File: src/rtl/fsv_pkg.sv
// types, codes and reset constants shared by the flight safety supervisor
`timescale 1ns / 1ps
`default_nettype none

package fsv_pkg;

   // item kinds on the request channel
   typedef enum logic [1:0] {
      ACT_SAMPLE  = 2'd0,
      ACT_COMMAND = 2'd1,
      ACT_ARM     = 2'd2,
      ACT_UNUSED  = 2'd3
   } action_type;

   // result status codes
   typedef enum logic [2:0] {
      ST_OK       = 3'd0,
      ST_ARM_FAIL = 3'd1,
      ST_ATTITUDE = 3'd2,
      ST_LOST     = 3'd3,
      ST_STALL    = 3'd4,
      ST_LOW_BAT  = 3'd5
   } status_type;

   // configuration register indexes
   typedef enum logic [2:0] {
      CFG_ANGLE_LIMIT    = 3'd0,
      CFG_BATTERY_THRESH = 3'd1,
      CFG_CMD_TIMEOUT    = 3'd2,
      CFG_STALL_MOTOR    = 3'd3,
      CFG_ARM_MOTOR      = 3'd4,
      CFG_ATT_DWELL      = 3'd5,
      CFG_STALL_DWELL    = 3'd6,
      CFG_BAT_DWELL      = 3'd7
   } cfg_index_type;

   localparam int CSR_DATA_BITS = 32;

   typedef struct packed {
      logic [14:0] angle_limit;
      logic [15:0] battery_threshold_mv;
      logic [31:0] command_timeout_ms;
      logic [11:0] stall_motor_threshold;
      logic [11:0] arm_motor_threshold;
      logic [15:0] attitude_dwell_ms;
      logic [15:0] stall_dwell_ms;
      logic [15:0] battery_dwell_ms;
   } cfg_type;

   localparam cfg_type CFG_RESET = '{
      angle_limit:           15'd4289,
      battery_threshold_mv:  16'd6400,
      command_timeout_ms:    32'd1000,
      stall_motor_threshold: 12'd3686,
      arm_motor_threshold:   12'd410,
      attitude_dwell_ms:     16'd200,
      stall_dwell_ms:        16'd3000,
      battery_dwell_ms:      16'd500
   };

   typedef struct packed {
      logic [1:0]         action;
      logic signed [15:0] roll;
      logic signed [15:0] pitch;
      logic [11:0]        motor_one;
      logic [11:0]        motor_two;
      logic [11:0]        motor_three;
      logic [11:0]        motor_four;
      logic [15:0]        battery_mv;
      logic [31:0]        now_ms;
      logic               arm_value;
   } item_type;

   typedef struct packed {
      logic [2:0] status;
      logic       armed_now;
   } result_type;

   // 0.0175 rad in Q3.12 is 71.68: a move below 72 counts as none
   localparam logic [17:0] STALL_MOVE_LIMIT = 18'd72;
   // battery counts as measured above 0.1 V
   localparam logic [15:0] BATTERY_MEASURED_MV = 16'd100;

endpackage

`default_nettype wire

File: src/rtl/fsv_ifs.sv
// request, response and register write channel interfaces
`timescale 1ns / 1ps
`default_nettype none

interface fsv_req_if;
   logic               valid;
   logic               ready;
   logic [1:0]         action;
   logic signed [15:0] roll;
   logic signed [15:0] pitch;
   logic [11:0]        motor_one;
   logic [11:0]        motor_two;
   logic [11:0]        motor_three;
   logic [11:0]        motor_four;
   logic [15:0]        battery_mv;
   logic [31:0]        now_ms;
   logic               arm_value;

   modport source (
      output valid, action, roll, pitch, motor_one, motor_two, motor_three,
             motor_four, battery_mv, now_ms, arm_value,
      input  ready
   );
   modport sink (
      input  valid, action, roll, pitch, motor_one, motor_two, motor_three,
             motor_four, battery_mv, now_ms, arm_value,
      output ready
   );
endinterface

interface fsv_rsp_if;
   logic       valid;
   logic       ready;
   logic [2:0] status;
   logic       armed_now;

   modport source (output valid, status, armed_now, input ready);
   modport sink (input valid, status, armed_now, output ready);
endinterface

interface fsv_csr_if;
   logic        valid;
   logic        ready;
   logic [2:0]  index;
   logic [31:0] wdata;

   modport source (output valid, index, wdata, input ready);
   modport sink (input valid, index, wdata, output ready);
endinterface

`default_nettype wire

File: src/rtl/fsv_cfg_regs.sv
// configuration register file
`timescale 1ns / 1ps
`default_nettype none

module fsv_cfg_regs
   import fsv_pkg::*;
(
   input  wire logic                     clock,
   input  wire logic                     reset,
   input  wire logic                     wr_en,
   input  wire logic [2:0]               wr_index,
   input  wire logic [CSR_DATA_BITS-1:0] wr_data,
   output cfg_type                       cfg
);

   cfg_type cfg_ff;
   cfg_type cfg_in;

   always_comb begin
      cfg_in = cfg_ff;
      if (wr_en) begin
         unique case (cfg_index_type'(wr_index))
            CFG_ANGLE_LIMIT:    cfg_in.angle_limit           = wr_data[14:0];
            CFG_BATTERY_THRESH: cfg_in.battery_threshold_mv  = wr_data[15:0];
            CFG_CMD_TIMEOUT:    cfg_in.command_timeout_ms    = wr_data[31:0];
            CFG_STALL_MOTOR:    cfg_in.stall_motor_threshold = wr_data[11:0];
            CFG_ARM_MOTOR:      cfg_in.arm_motor_threshold   = wr_data[11:0];
            CFG_ATT_DWELL:      cfg_in.attitude_dwell_ms     = wr_data[15:0];
            CFG_STALL_DWELL:    cfg_in.stall_dwell_ms        = wr_data[15:0];
            CFG_BAT_DWELL:      cfg_in.battery_dwell_ms      = wr_data[15:0];
            default:            cfg_in = cfg_ff;
         endcase
      end
   end

   always_ff @(posedge clock) begin
      if (reset) begin
         cfg_ff <= CFG_RESET;
      end else begin
         cfg_ff <= cfg_in;
      end
   end

   assign cfg = cfg_ff;

endmodule

`default_nettype wire

File: src/rtl/fsv_check_core.sv
// supervisor state and the prioritized sample checks
`timescale 1ns / 1ps
`default_nettype none

module fsv_check_core
   import fsv_pkg::*;
#(
   parameter int TIME_BITS = 32
) (
   input  wire logic clock,
   input  wire logic reset,
   input  wire logic step,
   input  item_type  item,
   input  cfg_type   cfg,
   output result_type result,
   output logic      armed
);

   localparam int WIDE_BITS = (TIME_BITS > 32) ? TIME_BITS : 32;

   logic                 armed_ff, armed_in;
   status_type           status_ff, status_in;
   logic [TIME_BITS-1:0] cmd_time_ff, cmd_time_in;
   logic [TIME_BITS-1:0] att_start_ff, att_start_in;
   logic [TIME_BITS-1:0] stall_start_ff, stall_start_in;
   logic [TIME_BITS-1:0] bat_start_ff, bat_start_in;
   logic signed [15:0]   roll_ref_ff, roll_ref_in;
   logic signed [15:0]   pitch_ref_ff, pitch_ref_in;

   logic [WIDE_BITS-1:0] now_wide;
   logic [TIME_BITS-1:0] now_t;
   logic [11:0]          max_a, max_b, mmax;
   logic signed [16:0]   roll_x, pitch_x;
   logic [16:0]          roll_abs, pitch_abs;
   logic signed [17:0]   roll_d, pitch_d;
   logic [17:0]          roll_d_abs, pitch_d_abs;
   logic [TIME_BITS-1:0] el_att, el_cmd, el_stall, el_bat;
   logic                 arm_fail, att_over, att_fault, lost_fault;
   logic                 stall_reach, stall_hot, stall_due, still, stall_fault;
   logic                 bat_reach, bat_low, bat_fault;
   status_type           check_status;

   always_comb begin
      now_wide = WIDE_BITS'(item.now_ms);
      now_t    = now_wide[TIME_BITS-1:0];

      max_a = (item.motor_one > item.motor_two) ? item.motor_one : item.motor_two;
      max_b = (item.motor_three > item.motor_four) ? item.motor_three : item.motor_four;
      mmax  = (max_a > max_b) ? max_a : max_b;

      roll_x    = 17'(item.roll);
      pitch_x   = 17'(item.pitch);
      roll_abs  = roll_x[16] ? 17'(-roll_x) : 17'(roll_x);
      pitch_abs = pitch_x[16] ? 17'(-pitch_x) : 17'(pitch_x);

      roll_d      = 18'(item.roll) - 18'(roll_ref_ff);
      pitch_d     = 18'(item.pitch) - 18'(pitch_ref_ff);
      roll_d_abs  = roll_d[17] ? 18'(-roll_d) : 18'(roll_d);
      pitch_d_abs = pitch_d[17] ? 18'(-pitch_d) : 18'(pitch_d);

      // wrapping elapsed times
      el_att   = now_t - att_start_ff;
      el_cmd   = now_t - cmd_time_ff;
      el_stall = now_t - stall_start_ff;
      el_bat   = now_t - bat_start_ff;

      arm_fail = !armed_ff && (mmax > cfg.arm_motor_threshold);

      att_over  = (roll_abs > 17'(cfg.angle_limit)) || (pitch_abs > 17'(cfg.angle_limit));
      att_fault = !arm_fail && att_over && (att_start_ff != '0)
                  && (el_att > TIME_BITS'(cfg.attitude_dwell_ms));

      lost_fault = !arm_fail && !att_fault && armed_ff
                   && (WIDE_BITS'(el_cmd) > WIDE_BITS'(cfg.command_timeout_ms));

      stall_reach = !arm_fail && !att_fault && !lost_fault;
      stall_hot   = mmax > cfg.stall_motor_threshold;
      stall_due   = (stall_start_ff != '0) && (el_stall > TIME_BITS'(cfg.stall_dwell_ms));
      still       = (roll_d_abs < STALL_MOVE_LIMIT) && (pitch_d_abs < STALL_MOVE_LIMIT);
      stall_fault = stall_reach && stall_hot && stall_due && still;

      bat_reach = stall_reach && !stall_fault;
      bat_low   = (item.battery_mv > BATTERY_MEASURED_MV)
                  && (item.battery_mv < cfg.battery_threshold_mv);
      bat_fault = bat_reach && bat_low && (bat_start_ff != '0)
                  && (el_bat > TIME_BITS'(cfg.battery_dwell_ms));

      if (arm_fail) begin
         check_status = ST_ARM_FAIL;
      end else if (att_fault) begin
         check_status = ST_ATTITUDE;
      end else if (lost_fault) begin
         check_status = ST_LOST;
      end else if (stall_fault) begin
         check_status = ST_STALL;
      end else if (bat_fault) begin
         check_status = ST_LOW_BAT;
      end else begin
         check_status = ST_OK;
      end
   end

   always_comb begin
      armed_in       = armed_ff;
      status_in      = status_ff;
      cmd_time_in    = cmd_time_ff;
      att_start_in   = att_start_ff;
      stall_start_in = stall_start_ff;
      bat_start_in   = bat_start_ff;
      roll_ref_in    = roll_ref_ff;
      pitch_ref_in   = pitch_ref_ff;
      if (step) begin
         unique case (action_type'(item.action))
            ACT_SAMPLE: begin
               status_in = check_status;
               // attitude timer, touched unless arm fail stopped the pass
               if (!arm_fail) begin
                  if (!att_over) begin
                     att_start_in = '0;
                  end else if (att_start_ff == '0) begin
                     att_start_in = now_t;
                  end
               end
               // stall window: start, restart on movement, or drop
               if (stall_reach) begin
                  if (!stall_hot) begin
                     stall_start_in = '0;
                  end else if ((stall_start_ff == '0) || (stall_due && !still)) begin
                     stall_start_in = now_t;
                     roll_ref_in    = item.roll;
                     pitch_ref_in   = item.pitch;
                  end
               end
               if (bat_reach) begin
                  if (!bat_low) begin
                     bat_start_in = '0;
                  end else if (bat_start_ff == '0) begin
                     bat_start_in = now_t;
                  end
               end
            end
            ACT_COMMAND: cmd_time_in = now_t;
            ACT_ARM:     armed_in    = item.arm_value;
            default:     armed_in    = armed_ff;
         endcase
      end
   end

   always_ff @(posedge clock) begin
      if (reset) begin
         armed_ff       <= 1'b0;
         status_ff      <= ST_OK;
         cmd_time_ff    <= '0;
         att_start_ff   <= '0;
         stall_start_ff <= '0;
         bat_start_ff   <= '0;
         roll_ref_ff    <= '0;
         pitch_ref_ff   <= '0;
      end else begin
         armed_ff       <= armed_in;
         status_ff      <= status_in;
         cmd_time_ff    <= cmd_time_in;
         att_start_ff   <= att_start_in;
         stall_start_ff <= stall_start_in;
         bat_start_ff   <= bat_start_in;
         roll_ref_ff    <= roll_ref_in;
         pitch_ref_ff   <= pitch_ref_in;
      end
   end

   assign result.status    = status_in;
   assign result.armed_now = armed_in;
   assign armed            = armed_ff;

endmodule

`default_nettype wire

File: src/rtl/flight_safety_supervisor_top.sv
// flight safety supervisor top level: input register, check core, result register
// a request beat passes the input register, then the result register, before it shows up as a response beat
// throughput: one beat per cycle while the response side takes beats, the check core finishes a sample in one pass
// a stalled response holds the input register, which then holds off new requests
// reset (synchronous): disarmed, status ok, timers idle, config at defaults, no beats held
`timescale 1ns / 1ps
`default_nettype none

module flight_safety_supervisor_top
   import fsv_pkg::*;
#(
   parameter int TIME_BITS = 32
) (
   input wire logic   clock,
   input wire logic   reset,
   fsv_req_if.sink    req_bus,
   fsv_rsp_if.source  rsp_bus,
   fsv_csr_if.sink    csr_bus
);

   // pipeline control
   logic       in_valid_ff, in_valid_in;
   item_type   in_item_ff, in_item_in;
   logic       rsp_valid_ff, rsp_valid_in;
   result_type rsp_item_ff, rsp_item_in;
   logic       advance;   // result register can take a new value
   logic       load;      // input register hands its item to the core
   logic       req_take;

   cfg_type    cfg;
   result_type core_result;
   logic       core_armed;

   // config writes are taken at once
   assign csr_bus.ready = 1'b1;

   fsv_cfg_regs u_cfg (
      .clock    (clock),
      .reset    (reset),
      .wr_en    (csr_bus.valid),
      .wr_index (csr_bus.index),
      .wr_data  (csr_bus.wdata),
      .cfg      (cfg)
   );

   // handshake: the input register frees up whenever its item moves on
   assign advance       = !rsp_valid_ff || rsp_bus.ready;
   assign load          = in_valid_ff && advance;
   assign req_bus.ready = !in_valid_ff || advance;
   assign req_take      = req_bus.valid && req_bus.ready;

   always_comb begin
      in_item_in = in_item_ff;
      if (req_take) begin
         in_item_in.action      = req_bus.action;
         in_item_in.roll        = req_bus.roll;
         in_item_in.pitch       = req_bus.pitch;
         in_item_in.motor_one   = req_bus.motor_one;
         in_item_in.motor_two   = req_bus.motor_two;
         in_item_in.motor_three = req_bus.motor_three;
         in_item_in.motor_four  = req_bus.motor_four;
         in_item_in.battery_mv  = req_bus.battery_mv;
         in_item_in.now_ms      = req_bus.now_ms;
         in_item_in.arm_value   = req_bus.arm_value;
      end
      in_valid_in  = req_take || (in_valid_ff && !advance);
      rsp_valid_in = load || (rsp_valid_ff && !rsp_bus.ready);
      rsp_item_in  = load ? core_result : rsp_item_ff;
   end

   // check core updates its state only on the load cycle
   fsv_check_core #(
      .TIME_BITS (TIME_BITS)
   ) u_core (
      .clock  (clock),
      .reset  (reset),
      .step   (load),
      .item   (in_item_ff),
      .cfg    (cfg),
      .result (core_result),
      .armed  (core_armed)
   );

   always_ff @(posedge clock) begin
      if (reset) begin
         in_valid_ff  <= 1'b0;
         rsp_valid_ff <= 1'b0;
      end else begin
         in_valid_ff  <= in_valid_in;
         rsp_valid_ff <= rsp_valid_in;
      end
   end

   // payload registers, no reset needed
   always_ff @(posedge clock) begin
      in_item_ff  <= in_item_in;
      rsp_item_ff <= rsp_item_in;
   end

   assign rsp_bus.valid     = rsp_valid_ff;
   assign rsp_bus.status    = rsp_item_ff.status;
   assign rsp_bus.armed_now = rsp_item_ff.armed_now;

   // a held input item must not change while the result side is stalled
   a_hold_input: assert property (@(posedge clock) disable iff (reset)
      in_valid_ff && !advance |=> in_valid_ff && $stable(in_item_ff))
      else $error("input register changed while stalled");

   // the armed flag in a result beat matches the core state after the step
   a_armed_match: assert property (@(posedge clock) disable iff (reset)
      load |=> rsp_item_ff.armed_now == core_armed)
      else $error("result armed flag differs from core state");

   // a response register loads only from a held input item
   a_rsp_source: assert property (@(posedge clock) disable iff (reset)
      !rsp_valid_ff ##1 rsp_valid_ff |-> $past(in_valid_ff))
      else $error("response beat appeared without an input item");

   // nothing is held right after reset
   a_reset_empty: assert property (@(posedge clock)
      $past(reset) |-> !rsp_valid_ff && !in_valid_ff)
      else $error("pipeline not empty after reset");

endmodule

`default_nettype wire

File: src/flat_wrapper.sv
// flat-port wrapper written by rule: the top's interface ports become plain ports
module flight_safety_supervisor_top_flat import fsv_pkg::*;
#(
   parameter int TIME_BITS = 32
)
  (clock, reset, req_bus_valid, req_bus_action, req_bus_roll, req_bus_pitch, req_bus_motor_one, req_bus_motor_two, req_bus_motor_three, req_bus_motor_four, req_bus_battery_mv, req_bus_now_ms, req_bus_arm_value, req_bus_ready, rsp_bus_valid, rsp_bus_status, rsp_bus_armed_now, rsp_bus_ready, csr_bus_valid, csr_bus_index, csr_bus_wdata, csr_bus_ready);
  fsv_req_if req_bus_i ();
  fsv_rsp_if rsp_bus_i ();
  fsv_csr_if csr_bus_i ();
  input wire logic clock;
  input wire logic reset;
  input wire logic [$bits(req_bus_i.valid)-1:0] req_bus_valid;
  input wire logic [$bits(req_bus_i.action)-1:0] req_bus_action;
  input wire logic [$bits(req_bus_i.roll)-1:0] req_bus_roll;
  input wire logic [$bits(req_bus_i.pitch)-1:0] req_bus_pitch;
  input wire logic [$bits(req_bus_i.motor_one)-1:0] req_bus_motor_one;
  input wire logic [$bits(req_bus_i.motor_two)-1:0] req_bus_motor_two;
  input wire logic [$bits(req_bus_i.motor_three)-1:0] req_bus_motor_three;
  input wire logic [$bits(req_bus_i.motor_four)-1:0] req_bus_motor_four;
  input wire logic [$bits(req_bus_i.battery_mv)-1:0] req_bus_battery_mv;
  input wire logic [$bits(req_bus_i.now_ms)-1:0] req_bus_now_ms;
  input wire logic [$bits(req_bus_i.arm_value)-1:0] req_bus_arm_value;
  output wire logic [$bits(req_bus_i.ready)-1:0] req_bus_ready;
  output wire logic [$bits(rsp_bus_i.valid)-1:0] rsp_bus_valid;
  output wire logic [$bits(rsp_bus_i.status)-1:0] rsp_bus_status;
  output wire logic [$bits(rsp_bus_i.armed_now)-1:0] rsp_bus_armed_now;
  input wire logic [$bits(rsp_bus_i.ready)-1:0] rsp_bus_ready;
  input wire logic [$bits(csr_bus_i.valid)-1:0] csr_bus_valid;
  input wire logic [$bits(csr_bus_i.index)-1:0] csr_bus_index;
  input wire logic [$bits(csr_bus_i.wdata)-1:0] csr_bus_wdata;
  output wire logic [$bits(csr_bus_i.ready)-1:0] csr_bus_ready;
  assign req_bus_i.valid = req_bus_valid;
  assign req_bus_i.action = req_bus_action;
  assign req_bus_i.roll = req_bus_roll;
  assign req_bus_i.pitch = req_bus_pitch;
  assign req_bus_i.motor_one = req_bus_motor_one;
  assign req_bus_i.motor_two = req_bus_motor_two;
  assign req_bus_i.motor_three = req_bus_motor_three;
  assign req_bus_i.motor_four = req_bus_motor_four;
  assign req_bus_i.battery_mv = req_bus_battery_mv;
  assign req_bus_i.now_ms = req_bus_now_ms;
  assign req_bus_i.arm_value = req_bus_arm_value;
  assign req_bus_ready = req_bus_i.ready;
  assign rsp_bus_valid = rsp_bus_i.valid;
  assign rsp_bus_status = rsp_bus_i.status;
  assign rsp_bus_armed_now = rsp_bus_i.armed_now;
  assign rsp_bus_i.ready = rsp_bus_ready;
  assign csr_bus_i.valid = csr_bus_valid;
  assign csr_bus_i.index = csr_bus_index;
  assign csr_bus_i.wdata = csr_bus_wdata;
  assign csr_bus_ready = csr_bus_i.ready;
  flight_safety_supervisor_top #(.TIME_BITS(TIME_BITS)) u_core (.clock(clock), .reset(reset), .req_bus(req_bus_i), .rsp_bus(rsp_bus_i), .csr_bus(csr_bus_i));
endmodule
File: config.mk
export PLATFORM = sky130hd
export DESIGN_NAME = flight_safety_supervisor_top_flat
export DESIGN_NICKNAME = d
export VERILOG_FILES = /design/src/rtl/fsv_pkg.sv /design/src/rtl/fsv_ifs.sv /design/src/rtl/fsv_cfg_regs.sv /design/src/rtl/fsv_check_core.sv /design/src/rtl/flight_safety_supervisor_top.sv /design/src/flat_wrapper.sv
export SDC_FILE = /design/constraint.sdc
export NUM_CORES = 1
export LEC_CHECK = 0
export ABC_AREA = 1
export BUFFER_PORTS_ARGS = -buffer_cell sky130_fd_sc_hd__buf_4
export CORE_ASPECT_RATIO = 0.9
export CORE_MARGIN = 2
export CORE_UTILIZATION = 40
export CTS_CLUSTER_SIZE = 8
export DETAILED_ROUTE_END_ITERATION = 6
export GPL_TIMING_DRIVEN = 0
export PLACE_DENSITY_LB_ADDON = 0.2
export SYNTH_ARGS = -nofsm -noshare
export SYNTH_HDL_FRONTEND = slang
export SYNTH_SLANG_ARGS = --single-unit
File: constraint.sdc
create_clock -name clock -period 5.35 [get_ports clock]
set_input_delay 0.535 -clock clock [delete_from_list [all_inputs] [get_ports clock]]
set_output_delay 0.535 -clock clock [all_outputs]
set_load 0.05 [all_outputs]
# Yosys cells after proc, flatten, opt, wreduce, memory -nomap -nowiden
# Index checks and enable logic that the tools add are counted.
# W data, S select, Z words.
[totals]
input_bits = 171
regBits = 436
wordCells = 150
output_inout_bits = 7
[classes]
addsub = 10
n_reduce_logical = 60
n_mux = 22
n_lt_le_gt_ge = 15
n_eq_ne = 12
bitwise_logic = 1
[op_table]
columns = ["cell", "n"]
rows = [
  ["$mux W32", 6],
  ["$sub A32 B32 Y32", 4],
  ["$gt A32 B16 Y1", 3],
  ["$logic_not A32 Y1", 3],
  ["$reduce_bool A32 Y1", 3],
  ["$gt A12 B12 Y1", 5],
  ["$lt A18 B7 Y1 const B", 2],
  ["$mux W12", 3],
  ["$mux W18", 2],
  ["$neg A17 Y18", 2],
  ["$gt A17 B15 Y1", 2],
  ["$mux W17", 2],
  ["$neg A16 Y17", 2],
  ["$sub A16 B16 Y17", 2],
  ["$gt A32 B32 Y1", 1],
  ["$logic_and A1 B1 Y1", 23],
  ["$mux W3", 7],
  ["$reduce_and A2 Y1", 9],
  ["$gt A16 B7 Y1 const B", 1],
  ["$lt A16 B16 Y1", 1],
  ["$eq A3 B3 Y1 const B", 4],
  ["$reduce_and A4 Y1", 3],
  ["$logic_not A1 Y1", 10],
  ["$eq A3 B2 Y1 const B", 2],
  ["10 further kinds", 18],
]

# Logic depth before layout (Yosys ltp)
# Gate-level depths: netlist of the first run.
[depth]
depth_word = 31
depth_mapped = 37
ltp_nobuf = 35

# Cells and area by module
# From an unflattened synthesis of the first run, not the netlist that was laid out.
[unflattened]
hier_cells = 4802
hier_area_um2 = 32705.1
[by_module_without_submodules]
columns = ["module", "cells_per_inst", "seq_area_each_um2", "area_per_inst_um2", "n_inst"]
rows = [
  ["fsv_check_core", 3913, 3283.1, 23301.1, 1],
  ["fsv_cfg_regs", 740, 2702.6, 5247.5, 1],
  ["flight_safety_supervisor_top", 149, 4093.9, 4156.5, 1],
]

# Least setup slack after synthesis of the first run
# Ideal clock, no wire load.
[synth_timing]
path_type = "register to register"
startpoint = "register u_core.in_item_ff[94] (netlist name)"
endpoint = "register u_core.u_core.stall_start_ff[12]"
period_less_slack_ns = 5.353
stages_incl_launch_ff = 33
setup_time_ns = 0.064
arrival_ns = 5.289
required_ns = 5.286
path_slack_ns = -0.003
path_buffers = 4
cell_sequence = "edfxtp_1 > ha_1 > a21oi_1 > nor2_1 > a211oi_1 > o21ai_0 > a21oi_1 > a31o_2 > clkbuf_1 > a21oi_1 > ha_1 > nand2_1 > o21a_1 > o221ai_1 > a21oi_1 > a31oi_1 > clkbuf_1 > o21ai_0 > ha_1 > nand2_1 > nor2_1 > nand4_1 > a21oi_1 > nor2_1 > nor2_1 > nor2_1 > nand2_2 > nand2_2 > nor3_1 > buf_2 > buf_1 > a21oi_1 > nor2_1"
[synth_via]
elab_chain_cells = 17
word_cells_on_any_way = 20
cone_classes = "order compare: 4; eq/ne: 1; mux: 3; reduce/logical: 12"
[synth_rtl]
columns = ["element", "line_no", "rtl"]
rows = [
  ["from (decl)", "flight_safety_supervisor_top.sv:23", "item_type in_item_ff, in_item_in;"],
  ["from (signal assigned)", "flight_safety_supervisor_top.sv:96", "in_item_ff <= in_item_in;"],
  ["$gt A12 B12 Y1", "fsv_check_core.sv:47", "max_a = (item.motor_one > item.motor_two) ? item.motor_one : item.motor_two;"],
  ["$mux W12 (*)", "fsv_check_core.sv:47", ""],
  ["$gt A12 B12 Y1", "fsv_check_core.sv:49", "mmax = (max_a > max_b) ? max_a : max_b;"],
  ["$mux W12 (*)", "fsv_check_core.sv:49", ""],
  ["$gt A12 B12 Y1", "fsv_check_core.sv:67", "arm_fail = !armed_ff && (mmax > cfg.arm_motor_threshold);"],
  ["$logic_and A1 B1 Y1", "fsv_check_core.sv:67", ""],
  ["$logic_not A1 Y1", "n/a", ""],
  ["$logic_and A1 B1 Y1 (2 in a row)", "fsv_check_core.sv:70", "att_fault = !arm_fail && att_over && (att_start_ff != '0)"],
  ["$logic_and A1 B1 Y1", "fsv_check_core.sv:71", "&& (el_att > TIME_BITS'(cfg.attitude_dwell_ms));"],
  ["$logic_not A1 Y1", "fsv_check_core.sv:73, fsv_check_core.sv:76", ""],
  ["$logic_and A1 B1 Y1", "fsv_check_core.sv:73, fsv_check_core.sv:76", ""],
  ["$logic_and A1 B1 Y1", "fsv_check_core.sv:73", "lost_fault = !arm_fail && !att_fault && armed_ff"],
  ["$logic_and A1 B1 Y1", "fsv_check_core.sv:74", "&& (WIDE_BITS'(el_cmd) > WIDE_BITS'(cfg.command_timeout_ms));"],
  ["$logic_not A1 Y1", "fsv_check_core.sv:76", "stall_reach = !arm_fail && !att_fault && !lost_fault;"],
  ["$logic_and A1 B1 Y1", "fsv_check_core.sv:76", ""],
  ["$reduce_and A4 Y1 (no source line)", "n/a", ""],
  ["to (signal assigned)", "fsv_check_core.sv:164", "stall_start_ff <= stall_start_in;"],
  ["to (decl)", "fsv_check_core.sv:25", "logic [TIME_BITS-1:0] stall_start_ff, stall_start_in;"],
]
# Mark *: on every way between the ends. The rest lies on a longest branch, timed or not.
# A chain may end at the register's enable or synchronous reset.

# Worst setup path in the final report of the first run
[layout_timing]
startpoint = "register u_core.in_item_ff[96] (netlist name)"
endpoint = "register u_core.u_core.roll_ref_ff[14]"
[layout_via]
elab_chain_cells = 17
word_cells_on_any_way = 18
cone_classes = "order compare: 4; mux: 2; reduce/logical: 12"
[layout_rtl]
columns = ["element", "line_no", "rtl"]
rows = [
  ["$gt A12 B12 Y1", "fsv_check_core.sv:47", ""],
  ["$mux W12 (*)", "fsv_check_core.sv:47", ""],
  ["$gt A12 B12 Y1", "fsv_check_core.sv:49", ""],
  ["$mux W12 (*)", "fsv_check_core.sv:49", ""],
  ["$gt A12 B12 Y1", "fsv_check_core.sv:67", ""],
  ["$logic_and A1 B1 Y1", "fsv_check_core.sv:67", ""],
  ["$logic_not A1 Y1", "n/a", ""],
  ["$logic_and A1 B1 Y1 (2 in a row)", "fsv_check_core.sv:70", ""],
  ["$logic_and A1 B1 Y1", "fsv_check_core.sv:71", ""],
  ["$logic_not A1 Y1", "fsv_check_core.sv:73, fsv_check_core.sv:76", ""],
  ["$logic_and A1 B1 Y1", "fsv_check_core.sv:73, fsv_check_core.sv:76", ""],
  ["$logic_and A1 B1 Y1", "fsv_check_core.sv:73", ""],
  ["$logic_and A1 B1 Y1", "fsv_check_core.sv:74", ""],
  ["$logic_not A1 Y1", "fsv_check_core.sv:76", ""],
  ["$logic_and A1 B1 Y1", "fsv_check_core.sv:76", ""],
  ["$reduce_and A5 Y1 (no source line) (*)", "n/a", ""],
  ["to (signal assigned)", "fsv_check_core.sv:166", "roll_ref_ff <= roll_ref_in;"],
  ["to (decl)", "fsv_check_core.sv:27", "logic signed [15:0] roll_ref_ff, roll_ref_in;"],
]
# Marks and branches as above.

==> run metrics, run 1 <==
post-synthesis adder-cell area fraction 0.137; fmax around 0.17 GHz; CP top delay family compound AO/OA/AOI/OAI gates; port bufs 174; # clock sinks 436; Synth cell types 55; CTS tree yes; final total power 0.0113 W; fin nets 5524; Worst-path clk slew 0.06 ns; post-DP HPWL approximately 85000 um; hold_buf cts 0; Mean Syn Cell Area 6.89 um2; Max Root-Sink Buffers 3; Site Rows 98; crit path DAT 6.38 ns; Max-cap violations 0; latest clock arrival within the worst-skew pair about 0.63 ns; Worst Skew 0.0267 ns; Final Hold Viols 0; final setup vio count 132; antenna-violating nets left 0; grt ovf 0; largest family of logic cells by synthesized area simple AND/OR/NAND/NOR gates; RSZ-0062 raised after global routing true; Worst slew margin 0.237; period utilisation layout 1.09; # placed instances 5903; first-pass iteration count of the detailed router 6; Top FF cell, synth dfxtp_1; critical path type flip-flop to flip-flop; Synth Register Bits ~440; failing checks setup timing; mux cell area share after synthesis 0; xor/xnor share of the synthesized area 0.0342; most frequent cell after synthesis nand2_1; final wirelength 112000 um; ys async rst share 0; CP max stage delay roughly 0.44 ns; endpoint kind of the worst setup timing path flip-flop; Seq/Total Area, Yosys 0.313; initial DRC count 2565; CTS root buffer clkbuf_16; Compound-Gate Fraction of Synth Area 0.153; CP max FO 7; Remaining DRCs 0; top cells by area, synth dfxtp_1 19%, ha_1 13%, edfxtp_1 13%; Static Leak approximately 18 nW; Finished Layout Cells approximately 6100; Post-synth EDFFs 135; CP bufs+invs 6; Setup TNS -46.10 ns; post-synth top area cell dfxtp_1; first-pass GRT wire length 168000 um; area grow syn2layout 20.3%; fillers 7965; Hold Slack 0.0736 ns; min Tclk post-route just under 6 ns; Starting Density 0.405; top post-synthesis cells by count 1053 x nand2_1, 748 x inv_1, 468 x a21oi_1; PD cells between 200 and 300 nW/um2; CP startpoint kind flip-flop; status finished, violations left; Synth Area in Simple Gates 0.257; initial antenna violation count 5; Max stage delay cell, worst path edfxtp_1; worst-margin pin slew 1.14 ns; yosys warns 0; largest net degree at the start of global routing 89; die extent in y 273 um; layout cell share with drive strength beyond 1 0.119; Die Wd 303 um; Post-Synthesis Cells 4678; Ports approximately 180; Hold Path Class primary input to flip-flop; routability cong. 0.965; post-synth top area share 0.187; DR WL/cell 18.4 um; Core Area 79600 um2; htree depth 3; GRT Util Overall 0.263; Num CTS Buffers 66; max-slew violations 0; Via Count between 30000 and 40000; die area 82900 um2; setup ws final -0.478 ns; synthesized net count 5198; Post-Synthesis Cell Area between 30000 and 40000 um2; Via density just over 5; via count of the first global-routing pass between 20000 and 30000; Worst IR Drop VDD 0.000285 V; Worst Path Required 5.90 ns
[repair_timing]
| item | 4_1_cts | 5_1_grt |
|---|---|---|
| buffers inserted | 47 | 24 |
| cloned | 7 | 5 |
| pin swaps | 55 | 48 |
| endpoints found under the hold margin | 0 | 0 |
| endpoints found under the setup margin | 134 | 133 |
| gates resized for setup | 165 | 181 |
[cell usage in the layout, fill, tap and decap left out, drive strengths merged, types with 6 or more instances in the layout]
cell type and n:
a211oi 36, a21boi 9, a21o 12, a21oi 470, a31oi 13, buf 293, clkbuf 176, dfxtp 301
edfxtp 135, fa 6, ha 343, inv 768, nand2 1074, nand3 259, nand3b 19, nand4 82
nor2 468, nor3 44, nor4 23, o211ai 50, o21a 7, o21ai 281, o21bai 12, xnor2 24
xor2 101
[power by group]
| part | total, W | switching [W] | internal (W) |
|---|---|---|---|
| Clock | 0.00401 | 0.00165 | 0.00236 |
| Sequential | 0.00373 | 0.000150 | 0.00358 |
| Combinational | 0.00356 | 0.00219 | 0.00136 |
[worst reg2reg max path: cells and delay by family, from the launching register on]
family          cells  cell delay, ns
simple gates       13            1.57
compound gates     11            1.91
fa+ha+maj           3            0.85
flops               1            0.44
buf+inv             6            0.98
[logic make-up (layout without fill, tap and decap cells)]
family / after synthesis / after routing
DFF: 436 / 436
adders and majority gates: 349 / 349
AOI/OAI and AO/OA: 908 / 908
other: 1 / 4
xor gates and xnor gates: 125 / 125
and+or+nand+nor: 1978 / 1979
buffers and inverters: 881 / 1243
[metal layers]
metal | vias to the layer above | track usage | part of all wire
met5 | - | 0 | 0.00023
li1 | 16100 | - | -
met4 | 4 | 0.0699 | 0.026
met1 | 14400 | 0.381 | 0.47
met2 | 990 | 0.408 | 0.43
met3 | 178 | 0.0355 | 0.070
[state kept, by name, indices dropped and copies added, names as in the netlist]
name,count
u_core.u_cfg.cfg,135
u_core.in_item_ff,131
u_core.u_core.att_start_ff,32
u_core.u_core.bat_start_ff,32
u_core.u_core.cmd_time_ff,32
u_core.u_core.stall_start_ff,32
u_core.u_core.pitch_ref_ff,16
u_core.u_core.roll_ref_ff,16
u_core.rsp_bus.status,3
u_core.u_core.status_ff,3
u_core.in_valid_ff,1
u_core.rsp_bus.armed_now,1
u_core.rsp_bus.valid,1
u_core.u_core.armed,1
[layout make-up]
type                            instances  area [um2]  share of cell area
Antenna cell                            3        7.51            0.000194
Buffer                                116         697              0.0180
Clock buffer                           96        1820              0.0468
Clock inverter                          9         126             0.00326
Inverter                              765        2880              0.0744
Multi-Input combinational cell       3362       19700               0.509
Sequential cell                       436       10100               0.260
Tap cell                             1050        1310              0.0339
Timing Repair Buffer                  257        2110              0.0545
[worst paths after layout]
kind | startpoint | endpoint | slack [ns] | cells after the start
max | u_core.in_item_ff[96] | u_core.u_core.roll_ref_ff[14] | -0.48 | 33
min | req_bus_now_ms[21] | u_core.in_item_ff[22] | 0.07 | 1
max reg2reg | u_core.in_item_ff[96] | u_core.u_core.roll_ref_ff[14] | -0.48 | 33
min reg2reg | u_core.u_cfg.cfg[46] | u_core.u_cfg.cfg[46] | 0.46 | 2
[metrics by stage]
stage          setup slack, ns  cell area (um2)   util
3_5_place_dp             -1.82            34900  0.438
2_1_floorplan           0.0981            32200      -
4_1_cts                 -0.285            37900  0.476
6_report                -0.478            38800  0.487
3_3_place_gp             -1.87            34800  0.438
5_1_grt                 -0.731            38700  0.487
Power figures use the tool's default switching activity.
==> inputs of run 2 (changes only) <==
--- a/config.mk
+++ b/config.mk
@@ -13,7 +13,6 @@
 export CTS_CLUSTER_SIZE = 8
 export DETAILED_ROUTE_END_ITERATION = 6
 export GPL_TIMING_DRIVEN = 0
-export PLACE_DENSITY_LB_ADDON = 0.2
 export SYNTH_ARGS = -nofsm -noshare
 export SYNTH_HDL_FRONTEND = slang
 export SYNTH_SLANG_ARGS = --single-unit
==> run metrics, run 2 (synthesis gave the netlist of run 1 again) <==
status finished, violations left; failing checks setup timing; period utilisation layout 1.07; first-pass GRT wire length 161000 um; GRT Util Overall 0.247; most common cell after layout, fill and taps aside nand2_1; most frequent cells in the layout 1035 x nand2_1, 737 x inv_1, 430 x nor2_1; worst r2r src u_core.in_item_ff[82]; Static Leak 17.7 nW; grt ovf 0; final setup vio count 114; antenna cells 0; # placed instances 5903; hold_sp req_bus_motor_one[3]; Die Wd slightly above 300 um; layout cell share with drive strength beyond 1 0.126; CP max FO 8; Via density 5.17; via count of the first global-routing pass ~30000; routability cong. 0.939; initial DRC count 2315; Ports 178; Final Hold Viols 0; die area 82900 um2; Finished Layout Cells 6092; Worst Path Required a little under 6 ns; Hold Path Class primary input to flip-flop; htree depth 3; antenna-violating nets left 0; port bufs 174; final wirelength 105000 um; crit path DAT 6.27 ns; # clock sinks ~440; met1 WL 49200 um; Remaining DRCs 0; Worst-path clk slew 0.06 ns; Starting Density 0.405; Reg2Reg Setup Slack -0.38 ns; Max-cap violations 0; CP startpoint kind flip-flop; Site Rows 98; largest net degree at the start of global routing 87; Max Used Layer met4; endpoint kind of the worst setup timing path flip-flop; fin nets 5527; FF/Latch Area 10100 um2; area taken by multi-input logic gates a little under 20000 um2; routed wl met2 46500 um; critical path type flip-flop to flip-flop; CTS root buffer clkbuf_16; worst-margin pin slew 1.01 ns; latest clock arrival within the worst-skew pair 0.63 ns; WHS Endpoint u_core.in_item_ff[88]; PD cells 288 nW/um2; min Tclk post-route 5.73 ns; setup ws final -0.382 ns; RR Endpoint u_core.u_core.bat_start_ff[10]; initial antenna violation count 0; DR WL/cell approximately 17 um; CTS tree yes; Max stage delay cell, worst path edfxtp_1; CP max stage delay 0.37 ns; Worst slew margin 0.330; met3 wire length 6390 um; Hold Crit Depth 1; max FFs per register 135; first-pass iteration count of the detailed router 6; post-DP HPWL 81900 um; Place WS -1.76 ns; Num CTS Buffers 66; fmax 0.174 GHz; max-slew violations 0; fillers 7934; Worst IR Drop VDD 0.000221 V; Via Count around 32000; Core Area 79600 um2; Worst Skew between 0.03 and 0.04 ns; Reg2Reg Depth 38; area grow syn2layout 21.1%; die extent in y 273 um; Max Root-Sink Buffers 3; RSZ-0062 raised after global routing true
[run 2: cell types whose count changed in the layout (fill, tap and decap cells not counted), moves of 8 or more]
| cell | change |
|---|---|
| nand3_2 | +25 |
| nand2_2 | +9 |
| o21ai_2 | -10 |
| nand3_1 | -26 |
| a21oi_2 | -8 |
| o21ai_0 | +12 |
[run 2: timing repair]
| item | 4_1_cts | 5_1_grt |
|---|---|---|
| resized for setup | 208 | 204 |
| setup buffers | 57 | 16 |
| pin swaps | 36 | 79 |
| endpoints found under the setup margin | 134 | 133 |
| gates cloned | 8 | 9 |
| hold buffers | 0 | 0 |
[run 2: how the worst max path moves through the flow]
stage	startpoint	end	slack (ns)	cells past startpoint
final	u_core.in_item_ff[82]	u_core.u_core.bat_start_ff[10]	-0.38	38
after global routing	u_core.in_item_ff[82]	u_core.u_core.bat_start_ff[10]	-0.57	38
after CTS	u_core.in_item_ff[95]	u_core.u_core.bat_start_ff[24]	-0.18	34
after detailed placement	u_core.in_item_ff[72]	u_core.u_core.bat_start_ff[27]	-1.76	32
after global placement	u_core.in_item_ff[94]	u_core.u_core.bat_start_ff[24]	-1.67	33
after floorplan	u_core.in_item_ff[94]	u_core.u_core.stall_start_ff[12]	0.1	32
[run 2: final cells by class]
cell class	instances	share of cell area
buffer	114	0.0185
clock buffer	93	0.0454
clock inverter	10	0.00430
inverter	765	0.0738
multi-input combinational	3362	0.509
sequential	436	0.258
tap	1050	0.0337
timing repair buffer	262	0.0571
[run 2: report_power, final]
group          internal, W  switching (W)
registers          0.00358       0.000139
logic              0.00135        0.00218
clock network      0.00236        0.00161
[run 2: metrics by stage]
stage	hold WS, ns	total power [W]	instance area (um2)	setup TNS [ns]	util
floorplan	0.431	0.00583	32200	0	-
global placement	0.450	0.00670	34800	-202.80	0.438
detailed placement	0.454	0.00673	34900	-199.66	0.438
CTS	0.0488	0.0111	38100	-5.27	0.479
global route	0.0567	0.0118	39000	-51.44	0.490
finish	0.0810	0.0112	39000	-23.99	0.490
[run 2: worst max-delay path, delay by kind of cell, from the launching register on]
family	cells	cell delay, ns
and+or+nand+nor	14	1.62
adders and majority gates	3	0.78
DFF	1	0.37
buffers and inverters	8	1.02
AOI/OAI and AO/OA	13	1.80
[run 2: metal layers]
layer,GRT usage,up-vias
met3,0.0337,169
met5,0,-
met4,0.0704,0
li1,-,16100
met2,0.394,895
met1,0.347,14400
